<file path="config.mk">
export PLATFORM = sky130hd
export DESIGN_NAME = mbf_ctrl
export DESIGN_NICKNAME = d
export VERILOG_FILES = /design/src/hw/rtl/mbf_pkg.sv /design/src/hw/rtl/mbf_ctrl.sv
export SDC_FILE = /design/constraint.sdc
export NUM_CORES = 1
export LEC_CHECK = 0
export BUFFER_PORTS_ARGS = -buffer_cell sky130_fd_sc_hd__buf_2
export CORE_UTILIZATION = 50
export CTS_CLUSTER_SIZE = 16
export DETAILED_ROUTE_END_ITERATION = 16
export HOLD_SLACK_MARGIN = 0.02
export PLACE_DENSITY = 0.87
export REMOVE_ABC_BUFFERS = 1
export SETUP_SLACK_MARGIN = 0.2
export SLEW_MARGIN = 25
export SYNTH_ARGS = -nofsm -noshare
export SYNTH_HDL_FRONTEND = slang
export SYNTH_SLANG_ARGS = --single-unit
</file>
<file path="constraint.sdc">
create_clock -name clk -period 4.55 [get_ports clk]
set_input_delay 0.2275 -clock clk [delete_from_list [all_inputs] [get_ports clk]]
set_output_delay 0.2275 -clock clk [all_outputs]
set_load 0.05 [all_outputs]
</file>
<file path="src/hw/rtl/mbf_pkg.sv">
`timescale 1ns / 1ps
`default_nettype none

package mbf_pkg;

  // default sizes
  localparam int QUEUE_DEPTH_DEF  = 64;
  localparam int READER_DEPTH_DEF = 16;
  localparam int MAX_BATCH_DEF    = 64;

  // field widths
  localparam int CMD_W  = 3;
  localparam int MAIL_W = 64;
  localparam int LIM_W  = 7;
  localparam int TAG_W  = 8;
  localparam int STAT_W = 3;
  localparam int CNT_W  = 32;

  localparam int IN_TDATA_W  = 80;
  localparam int OUT_TDATA_W = 112;

  // commands
  localparam logic [CMD_W-1:0] CMD_POST  = 3'd0;
  localparam logic [CMD_W-1:0] CMD_TRY   = 3'd1;
  localparam logic [CMD_W-1:0] CMD_WAIT  = 3'd2;
  localparam logic [CMD_W-1:0] CMD_BATCH = 3'd3;
  localparam logic [CMD_W-1:0] CMD_TERM  = 3'd4;
  localparam logic [CMD_W-1:0] CMD_COUNT = 3'd5;

  // result status
  localparam logic [STAT_W-1:0] ST_MAIL  = 3'd0;
  localparam logic [STAT_W-1:0] ST_EMPTY = 3'd1;
  localparam logic [STAT_W-1:0] ST_QFULL = 3'd2;
  localparam logic [STAT_W-1:0] ST_RFULL = 3'd3;
  localparam logic [STAT_W-1:0] ST_COUNT = 3'd4;

  // output register source select
  localparam logic [1:0] OUT_MAIL_POP  = 2'd0;  // popped mail to requester
  localparam logic [1:0] OUT_MAIL_HAND = 2'd1;  // posted mail to parked reader
  localparam logic [1:0] OUT_RELEASE   = 2'd2;  // parked reader released empty
  localparam logic [1:0] OUT_PLAIN     = 2'd3;  // status only, to requester

  typedef struct packed {
    logic              latch;
    logic              push_mail;
    logic              pop_mail;
    logic              push_reader;
    logic              park_batch;
    logic              pop_reader;
    logic              clear_queue;
    logic              clear_head;
    logic              load_out;
    logic [1:0]        out_kind;
    logic [STAT_W-1:0] out_status;
    logic              out_inc;
    logic              out_last;
  } mbf_cmd_t;

  typedef struct packed {
    logic mail_empty;
    logic mail_full;
    logic readers_empty;
    logic readers_full;
    logic terminating;
    logic batch_done;
    logic out_free;
  } mbf_stat_t;

endpackage

`default_nettype wire

</file>
<file path="src/hw/rtl/mbf_ctrl.sv">
`timescale 1ns / 1ps
`default_nettype none

module mbf_ctrl import mbf_pkg::*; (
  input  wire logic             clk,
  input  wire logic             rst,
  input  wire logic             in_valid,
  input  wire logic [CMD_W-1:0] in_command,
  output logic                  in_ready,
  input  wire mbf_stat_t        stat,
  output mbf_cmd_t              cmd
);

  localparam logic [2:0] S_IDLE       = 3'd0;
  localparam logic [2:0] S_EMIT       = 3'd1;
  localparam logic [2:0] S_BATCH_EMIT = 3'd2;
  localparam logic [2:0] S_BATCH_RD   = 3'd3;
  localparam logic [2:0] S_TERM_RD    = 3'd4;
  localparam logic [2:0] S_TERM_EMIT  = 3'd5;

  logic [2:0]        state, state_next;
  logic [1:0]        pend_kind, pend_kind_next;
  logic [STAT_W-1:0] pend_status, pend_status_next;
  logic              pend_inc, pend_inc_next;

  always_ff @(posedge clk) begin
    if (rst) begin
      state <= S_IDLE;
    end else begin
      state <= state_next;
    end
  end

  always_ff @(posedge clk) begin
    pend_kind   <= pend_kind_next;
    pend_status <= pend_status_next;
    pend_inc    <= pend_inc_next;
  end

  always_comb begin
    cmd              = '0;
    state_next       = state;
    pend_kind_next   = pend_kind;
    pend_status_next = pend_status;
    pend_inc_next    = pend_inc;
    in_ready         = (state == S_IDLE);

    unique case (state)
      S_IDLE: begin
        if (in_valid) begin
          cmd.latch        = 1'b1;
          pend_kind_next   = OUT_PLAIN;
          pend_inc_next    = 1'b0;
          case (in_command)
            CMD_POST: begin
              if (!stat.readers_empty) begin
                cmd.pop_reader = 1'b1;
                pend_kind_next = OUT_MAIL_HAND;
                state_next     = S_EMIT;
              end else if (!stat.mail_full) begin
                cmd.push_mail = 1'b1;
              end else begin
                pend_status_next = ST_QFULL;
                state_next       = S_EMIT;
              end
            end
            CMD_TRY: begin
              if (!stat.mail_empty) begin
                cmd.pop_mail   = 1'b1;
                pend_kind_next = OUT_MAIL_POP;
              end else begin
                pend_status_next = ST_EMPTY;
              end
              state_next = S_EMIT;
            end
            CMD_WAIT: begin
              if (!stat.mail_empty) begin
                cmd.pop_mail   = 1'b1;
                pend_kind_next = OUT_MAIL_POP;
                state_next     = S_EMIT;
              end else if (stat.terminating) begin
                pend_status_next = ST_EMPTY;
                pend_inc_next    = 1'b1;   // empty single wait still counts
                state_next       = S_EMIT;
              end else if (!stat.readers_full) begin
                cmd.push_reader = 1'b1;
              end else begin
                pend_status_next = ST_RFULL;
                state_next       = S_EMIT;
              end
            end
            CMD_BATCH: begin
              if (!stat.mail_empty) begin
                cmd.pop_mail = 1'b1;
                state_next   = S_BATCH_EMIT;
              end else if (stat.terminating) begin
                pend_status_next = ST_EMPTY;
                state_next       = S_EMIT;
              end else if (!stat.readers_full) begin
                cmd.push_reader = 1'b1;
                cmd.park_batch  = 1'b1;
              end else begin
                pend_status_next = ST_RFULL;
                state_next       = S_EMIT;
              end
            end
            CMD_TERM: begin
              cmd.clear_queue = 1'b1;
              if (stat.readers_empty) begin
                cmd.clear_head = 1'b1;
              end else begin
                state_next = S_TERM_RD;
              end
            end
            CMD_COUNT: begin
              pend_status_next = ST_COUNT;
              state_next       = S_EMIT;
            end
            default: begin
              // unused codes: dropped
            end
          endcase
        end
      end

      S_EMIT: begin
        if (stat.out_free) begin
          cmd.load_out   = 1'b1;
          cmd.out_kind   = pend_kind;
          cmd.out_status = pend_status;
          cmd.out_inc    = pend_inc;
          cmd.out_last   = 1'b1;
          state_next     = S_IDLE;
        end
      end

      S_BATCH_EMIT: begin
        if (stat.out_free) begin
          cmd.load_out = 1'b1;
          cmd.out_kind = OUT_MAIL_POP;
          cmd.out_last = stat.mail_empty || stat.batch_done;
          state_next   = cmd.out_last ? S_IDLE : S_BATCH_RD;
        end
      end

      S_BATCH_RD: begin
        cmd.pop_mail = 1'b1;
        state_next   = S_BATCH_EMIT;
      end

      S_TERM_RD: begin
        cmd.pop_reader = 1'b1;
        state_next     = S_TERM_EMIT;
      end

      S_TERM_EMIT: begin
        if (stat.out_free) begin
          cmd.load_out = 1'b1;
          cmd.out_kind = OUT_RELEASE;
          cmd.out_last = stat.readers_empty;
          if (stat.readers_empty) begin
            cmd.clear_head = 1'b1;
            state_next     = S_IDLE;
          end else begin
            state_next = S_TERM_RD;
          end
        end
      end

      default: begin
        state_next = S_IDLE;
      end
    endcase
  end

endmodule

`default_nettype wire

</file>
## Word-level counts from Yosys, hierarchy flattened

Index checks and enable logic that the tools add are counted.

- Flip-flop bits (word level): 9
- Input bits: 13
- Word-level logic and storage cells: 96

- Equality and inequality tests: 22
- Reductions and logical operators: 12
- Muxes and demuxes: 58

Operator list:

| operator | number |
|---|---|
| 2-to-1 mux 3 bit | 19 |
| 2-to-1 mux 2 bit | 9 |
| one-hot mux 3 bit (6 select lines) | 1 |
| 2-to-1 mux 1 bit | 16 |
| 2-to-1 mux 8 bit | 2 |
| one-hot mux 3 bit (5 select lines) | 1 |
| != test 2 bit, second input constant | 7 |
| equality test 3 x 2 -> 1 bit, second input constant | 4 |
| equality test 3 bit, second input constant | 4 |
| one-hot mux 3 bit (4 select lines) | 1 |
| one-hot mux 3 bit (3 select lines) | 1 |
| 2-to-1 mux 4 bit | 2 |
| one-hot mux 1 bit (2 select lines) | 4 |
| AND reduction 8 bit | 1 |
| AND reduction 7 bit | 1 |
| equality test 3 x 1 -> 1 bit, second input constant | 2 |
| logical NOT 3 bit | 2 |
| != test 6 x 2 -> 1 bit, second input constant | 1 |
| OR reduction 2 bit | 3 |
| != test 4 bit, second input constant | 1 |
| one-hot mux 2 bit (2 select lines) | 1 |
| AND reduction 2 bit | 2 |
| nonzero test 4 bit | 1 |
| != test 3 x 1 -> 1 bit, second input constant | 1 |
| other kinds (5) | 5 |

## Longest topological paths before layout

Gate-level depths: netlist of the first run.

- Word-level depth: 6
- Depth in mapped cells: 6
- Mapped depth without buffers: 5

## Worst setup path before layout of the first run

OpenSTA, ideal clock, no wires.

- Path type: reg2out
- From: reg state[2]
- To: out cmd[13] (netlist name)
- Cell stages (with the launch flop): 5
- Buffers on the path: 1
- Slack: 1.125 ns
- Arrival: 3.197 ns
- Cells stage by stage: dfxtp_1 buf_4 nor3_2 nand2_1 o41ai_1

RTL lines:

| item | line | text |
|---|---|---|
| start, declared | mbf_ctrl.sv:21 | `logic [2:0] state, state_next;` |
| start signal, assigned | mbf_ctrl.sv:30 | `state <= state_next;` |
| end, declared | mbf_ctrl.sv:11 | `output mbf_cmd_t cmd` |

==> results of run 1 <==
how the worst max path moves through the flow:
stage	start	cells after the start	end	slack (ns)
CTS	state[0]$_SDFFE_PP0P_	4	cmd[14]	2.44
floorplan	state[0]$_SDFFE_PP0P_	3	cmd[13]	1.13
detailed placement	state[0]$_SDFFE_PP0P_	4	cmd[14]	2.75
global route	state[0]$_SDFFE_PP0P_	4	cmd[14]	2.28
finish	state[0]$_SDFFE_PP0P_	4	cmd[13]	2.47
global placement	state[0]$_SDFFE_PP0P_	6	cmd[8]	2.84
power by group:
part / total, mW / switching (mW) / internal [mW] / leakage (nW)
clock network: 0.0627 / 0.0289 / 0.0338 / 0.0150
registers: 0.0986 / 0.00514 / 0.0935 / 0.0785
logic: 0.0880 / 0.0620 / 0.0260 / 0.301
total: 0.249 / 0.0960 / 0.153 / 0.394
layer usage:
metal	share of wire	routed length (µm)
met2	0.45	714
met1	0.48	755
met3	0.058	92
met5	0	0
met4	0.012	19
synthesized netlist by cell type, drive strengths merged, types with 2 or more instances:
cell type,instances
o22ai,2
and2,5
nor4b,2
dfxtp,3
o21ai,3
nand2b,2
edfxtp,6
o31a,2
or4,2
nand2,7
nor2b,5
nor3,6
a21boi,3
a21oi,8
buf,4
nor2,17
inv,4
placed cells by master, fill, tap and decap left out, drive strengths merged, types with 3 or more instances in the layout:
master  Yosys  final
o21ai       3      3
a21oi       8      8
edfxtp      6      6
nor3        6      6
nor2b       5      5
dfxtp       3      3
nand2       7      7
and2        5      5
nor2       17     17
buf         4     29
inv         4      4
clkbuf      1      4
a21boi      3      3
cell type report:
class / count / area, µm² / share of cell area
Multi-Input combinational cell: 75 / 444 / 0.499
Sequential cell: 9 / 240 / 0.270
Timing Repair Buffer: 29 / 145 / 0.163
Clock buffer: 4 / 26.3 / 0.0295
Tap cell: 15 / 18.8 / 0.0211
Inverter: 4 / 15.0 / 0.0169
cells by family after synthesis:
group | count (synthesis) | share of synthesized area
compound gates | 24 | 0.222
buf+inv | 9 | 0.0713
flops | 9 | 0.326
simple gates | 50 | 0.368
xor+xnor | 1 | 0.0119
critical path: stages, from the launching register on:
cell,delay [ns]
dfxtp_1,0.41
nor3_2,0.32
nand2_1,0.22
o41ai_1,0.33
buf_2,0.31
flip-flops by register name, summed over array words and instances, names as in the netlist:
signal and flops:
pend_status 3, state 3, pend_inc 1, pend_kind 2
==> out/qor.yml, run 1 <==
final_layout:
  design_area_um2: 890
  area_growth_pct: 20.7
  final_nets: 135
  final_util: 0.667
  stdcell_count: 136
  nFillCells: 110
  layout-drive-gt1-share: 0.322
  diodes: 0
detailed_routing:
  viasPerCell: 5.64
  num_vias: 767
  drtIter0Drc: 20
  route.detailed.drc: 0
  routed_wl_mm: 1.58
  routedWlPerCell_um: 11.6
  dr.pass1.iters: 4
  ant_nets: 0
yosys:
  synth_area_leader_cell: "edfxtp_1"
  yosys_warnings: 0
  async_flop_share: 0
  ys_seq_area_frac: 0.326
  synth_area_um2: 737
  yosysUniqueCellTypes: 36
  postSynthCellCount: 93
  synth-main-ff-cell: "edfxtp_1"
  synth_edf_count: 6
  synth-seq-cells: 9
  synth_area_leaders: "edfxtp_1, dfxtp_1, nor2_1"
  avgSynthCellArea_um2: 7.92
  synth_top_area_frac: 0.244
place:
  gp_congestion: 0.870
  placed_cell_area_um2: 863
  dpl.hpwl_mm: 1.18
  io_buffers: 29
  post-place-ws_ns: 2.75
  place_inst: 132
global_route:
  met1_usage: 0.313
  grt_use_total: 0.225
  grt_max_degree: 15
  top_usage_layer: "met2"
  gr-usage-met2: 0.317
  grt_pass1_vias: 546
  met3_usage: 0.0500
  grt_overflow_total: 0
  antenna_found_initial: 0
  grt_pass1_wl_mm: 2.38
sta:
  fmax_mhz: 480
  finalCriticalPeriod_ns: 2.08
  hold_violations: 0
  slew-limit-headroom: 0.702
  drv_slew: 0
  tns_ns: 0
  rsz0062_at_grt: "false"
  setup_viol: 0
  fin_hold_ws_ns: 0.144
  finalWorstSetupSlack_ns: 2.47
  tightest_slew_ns: 0.443
  fin_worst_skew_ns: 0.00879
  min_period_over_period: 0.458
setup_path:
  reg2reg_to: "pend_status[1]$_DFFE_PP_"
  required_ns: 4.32
  r2r_start: "state[0]$_SDFFE_PP0P_"
  path_class: "reg -> out"
  r2r_cells: 3
  worstPathArrival_ns: 1.86
  r2r_slack_ns: 2.80
  end_kind: "output port"
  critPathLaunchType: "flop"
  cp_max_fo: 11
clock_network:
  cts_root_buf: "clkbuf_4"
  clkSinkCount: 9
  clock_latency_ns: 0.26
  clockBufferDepth: 2
  post_cts_buffers: 0
  post_cts_resized: 0
  cts_hold_buffers: 0
  clkTransAtPathRegs_ns: 0.07
  cts.htree.levels: 1
  tritoncts: "done"
  cts_buffers: 3
pwr:
  p_leak_nw: 0.394
  power.density_nw_per_um2: 280
  finalPower_mw: 0.249
  ir_worst_vdd_mv: 0.130
min_path:
  min_to: "state[1]$_SDFFE_PP0P_"
  hold_start: "rst"
  holdPathStages: 2
  hp-class: "in -> reg"
floorplanning:
  die_width_um: 40.4
  die_y_um: 40.4
  dieArea_um2: 1630
  rows: 13
  fp.coreArea_um2: 1330
  start_util: 0.553
  io_pins: 30
outcome:
  outcome: "finished clean"
job:
  maxCapViolations: 0
Power figures use the tool's default switching activity.
==> run 2: changes to the inputs <==
--- a/config.mk
+++ b/config.mk
@@ -6,11 +6,11 @@
 export NUM_CORES = 1
 export LEC_CHECK = 0
 export BUFFER_PORTS_ARGS = -buffer_cell sky130_fd_sc_hd__buf_2
-export CORE_UTILIZATION = 50
+export CORE_UTILIZATION = 42
 export CTS_CLUSTER_SIZE = 16
 export DETAILED_ROUTE_END_ITERATION = 16
 export HOLD_SLACK_MARGIN = 0.02
-export PLACE_DENSITY = 0.87
+export PLACE_DENSITY = 0.79
 export REMOVE_ABC_BUFFERS = 1
 export SETUP_SLACK_MARGIN = 0.2
 export SLEW_MARGIN = 25
==> constraint.sdc (replaced) <==
create_clock -name clk -period 1.82 [get_ports clk]
set_input_delay 0.091 -clock clk [delete_from_list [all_inputs] [get_ports clk]]
set_output_delay 0.091 -clock clk [all_outputs]
set_load 0.05 [all_outputs]
==> run 2 against run 1 <==
Final cell count is 4.4% higher. Via count is 10% higher. Sequential share of layout area is 3.7 points lower. Clock skew is 0.0056 ns higher. Clock power grew to 2.5 times the previous value. Clock-buffer cell count stayed put. Worst setup slack worse by 2.3 ns.
==> out/qor.yml, run 2 (synthesis gave the netlist of run 1 again) <==
global_route:
  met3_usage: 0.0500
  grt_overflow_total: 0
  top_usage_layer: "met2"
  grt_use_total: 0.212
  grt_pass1_vias: 711
  grt_max_degree: 15
  grt_pass1_wl_mm: 3.02
  antenna_found_initial: 0
  met1_usage: 0.267
  gr-usage-met2: 0.358
outcome:
  outcome: "finished clean"
sta:
  drv_slew: 0
  min_period_over_period: 0.925
  slew-limit-headroom: 0.692
  rsz0062_at_grt: "true"
  setup_viol: 0
  tns_ns: 0
  finalWorstSetupSlack_ns: 0.137
  fin_worst_skew_ns: 0.0144
  fmax_mhz: 594
  fin_hold_ws_ns: 0.181
  tightest_slew_ns: 0.459
  finalCriticalPeriod_ns: 1.68
  hold_violations: 0
floorplanning:
  rows: 14
  dieArea_um2: 1930
  fp.coreArea_um2: 1580
  io_pins: 30
  die_y_um: 43.9
  die_width_um: 43.9
  start_util: 0.467
clock_network:
  clock_latency_ns: 0.27
  clkSinkCount: 9
  tritoncts: "done"
  clkTransAtPathRegs_ns: 0.07
  cts.htree.levels: 1
  cts_root_buf: "clkbuf_4"
  cts_buffers: 3
  clockBufferDepth: 2
setup_path:
  cpPeakStageDelay_ns: 0.39
  cp_top_family: "flip-flops"
  worstPathArrival_ns: 1.59
  path_cells: "nor3_4 > nand2_4 > o41ai_4 > buf_6"
  path_buf_inv: 1
  r2r_cells: 5
  r2r_slack_ns: 0.21
  end_kind: "output port"
  cpMaxStageDelayCell: "dfxtp_4"
  cp_max_fo: 7
  required_ns: 1.73
  path_class: "reg -> out"
  critPathLaunchType: "flop"
  reg2reg_to: "state[1]$_SDFFE_PP0P_"
  r2r_start: "state[2]$_SDFFE_PP0P_"
pwr:
  ir_worst_vdd_mv: 0.562
  p_leak_nw: 0.450
  power.density_nw_per_um2: 644
  finalPower_mw: 0.685
detailed_routing:
  drtIter0Drc: 40
  routedWlPerCell_um: 14.0
  ant_nets: 0
  dr.pass1.iters: 6
  num_vias: 845
  route.detailed.drc: 0
  viasPerCell: 5.95
  routed_wl_mm: 1.99
min_path:
  hold_start: "stat[0]"
  min_to: "state[1]$_SDFFE_PP0P_"
  holdPathStages: 4
  hp-class: "in -> reg"
final_layout:
  nFillCells: 132
  final_nets: 140
  diodes: 0
  layout_common_cells: "buf_2, nor2_1, a21oi_1, buf_6"
  area_growth_pct: 44.5
  stdcell_count: 142
  final_common_cell: "buf_2"
  layout-drive-gt1-share: 0.421
  reg_top3: "pend_status (3), state (3), pend_kind (2)"
place:
  dpl.hpwl_mm: 1.33
  post-place-ws_ns: 0.168
  gp_congestion: 0.889
  place_inst: 135
  io_buffers: 29
job:
  maxCapViolations: 0
run 2: cell types whose count changed in the layout (fill, tap and decap cells not counted), sizes merged:
| cell | delta |
|---|---|
| dlygate4sd3 | +1 |
| buf | +4 |
run 2: area by class of cell:
| cell class | count | area, µm² | area share |
|---|---|---|---|
| repair buffers | 34 | 240 | 0.226 |
| inverters | 4 | 15.0 | 0.0141 |
| well taps | 16 | 20.0 | 0.0188 |
| flip-flops and latches | 9 | 248 | 0.233 |
| clock buffers | 4 | 26.3 | 0.0247 |
| multi-input cells | 75 | 515 | 0.484 |
run 2: power by group:
group,internal [mW],switching [mW],total (mW)
sequential,0.233,0.0100,0.243
clock,0.0844,0.0744,0.159
combinational,0.0982,0.185,0.283
total,0.416,0.269,0.685
run 2: worst max path at each step:
stage / to / slack, ns / depth (start not counted) / startpoint
floorplan: cmd[13] / -1.46 / 3 / state[0]$_SDFFE_PP0P_
global placement: cmd[13] / 0.29 / 4 / state[1]$_SDFFE_PP0P_
detailed placement: pend_status[0]$_DFFE_PP_ / 0.17 / 3 / state[2]$_SDFFE_PP0P_
CTS: cmd[0] / 0.19 / 5 / state[1]$_SDFFE_PP0P_
global route: cmd[13] / 0.11 / 4 / state[1]$_SDFFE_PP0P_
finish: cmd[13] / 0.14 / 4 / state[1]$_SDFFE_PP0P_
run 2: worst register-to-register path: stages (launching register included):
cell and delay, ns:
dfxtp_1 0.51, nor3_4 0.09, buf_4 0.16, a21boi_1 0.15, or4_1 0.49, a21oi_1 0.15
run 2: what timing repair did:
action                                  CTS  global route
buffers inserted                          1             1
pin swaps                                 3             3
hold buffers                              1             0
gates resized for setup                  25            13
hold endpoints to repair                  1             0
endpoints found under the setup margin   17            11
run 2: per-layer routing:
layer | vias up | wire, µm
met5 | - | 0
met4 | 0 | 29
met3 | 4 | 118
met2 | 42 | 981
met1 | 399 | 861
li1 | 400 | -
run 2: stage by stage:
step | util | area [µm²]
3_3_place_gp | 0.558 | 880
5_1_grt | 0.675 | 1060
2_1_floorplan | - | 699
3_5_place_dp | 0.558 | 880
6_report | 0.675 | 1060
4_1_cts | 0.637 | 1000
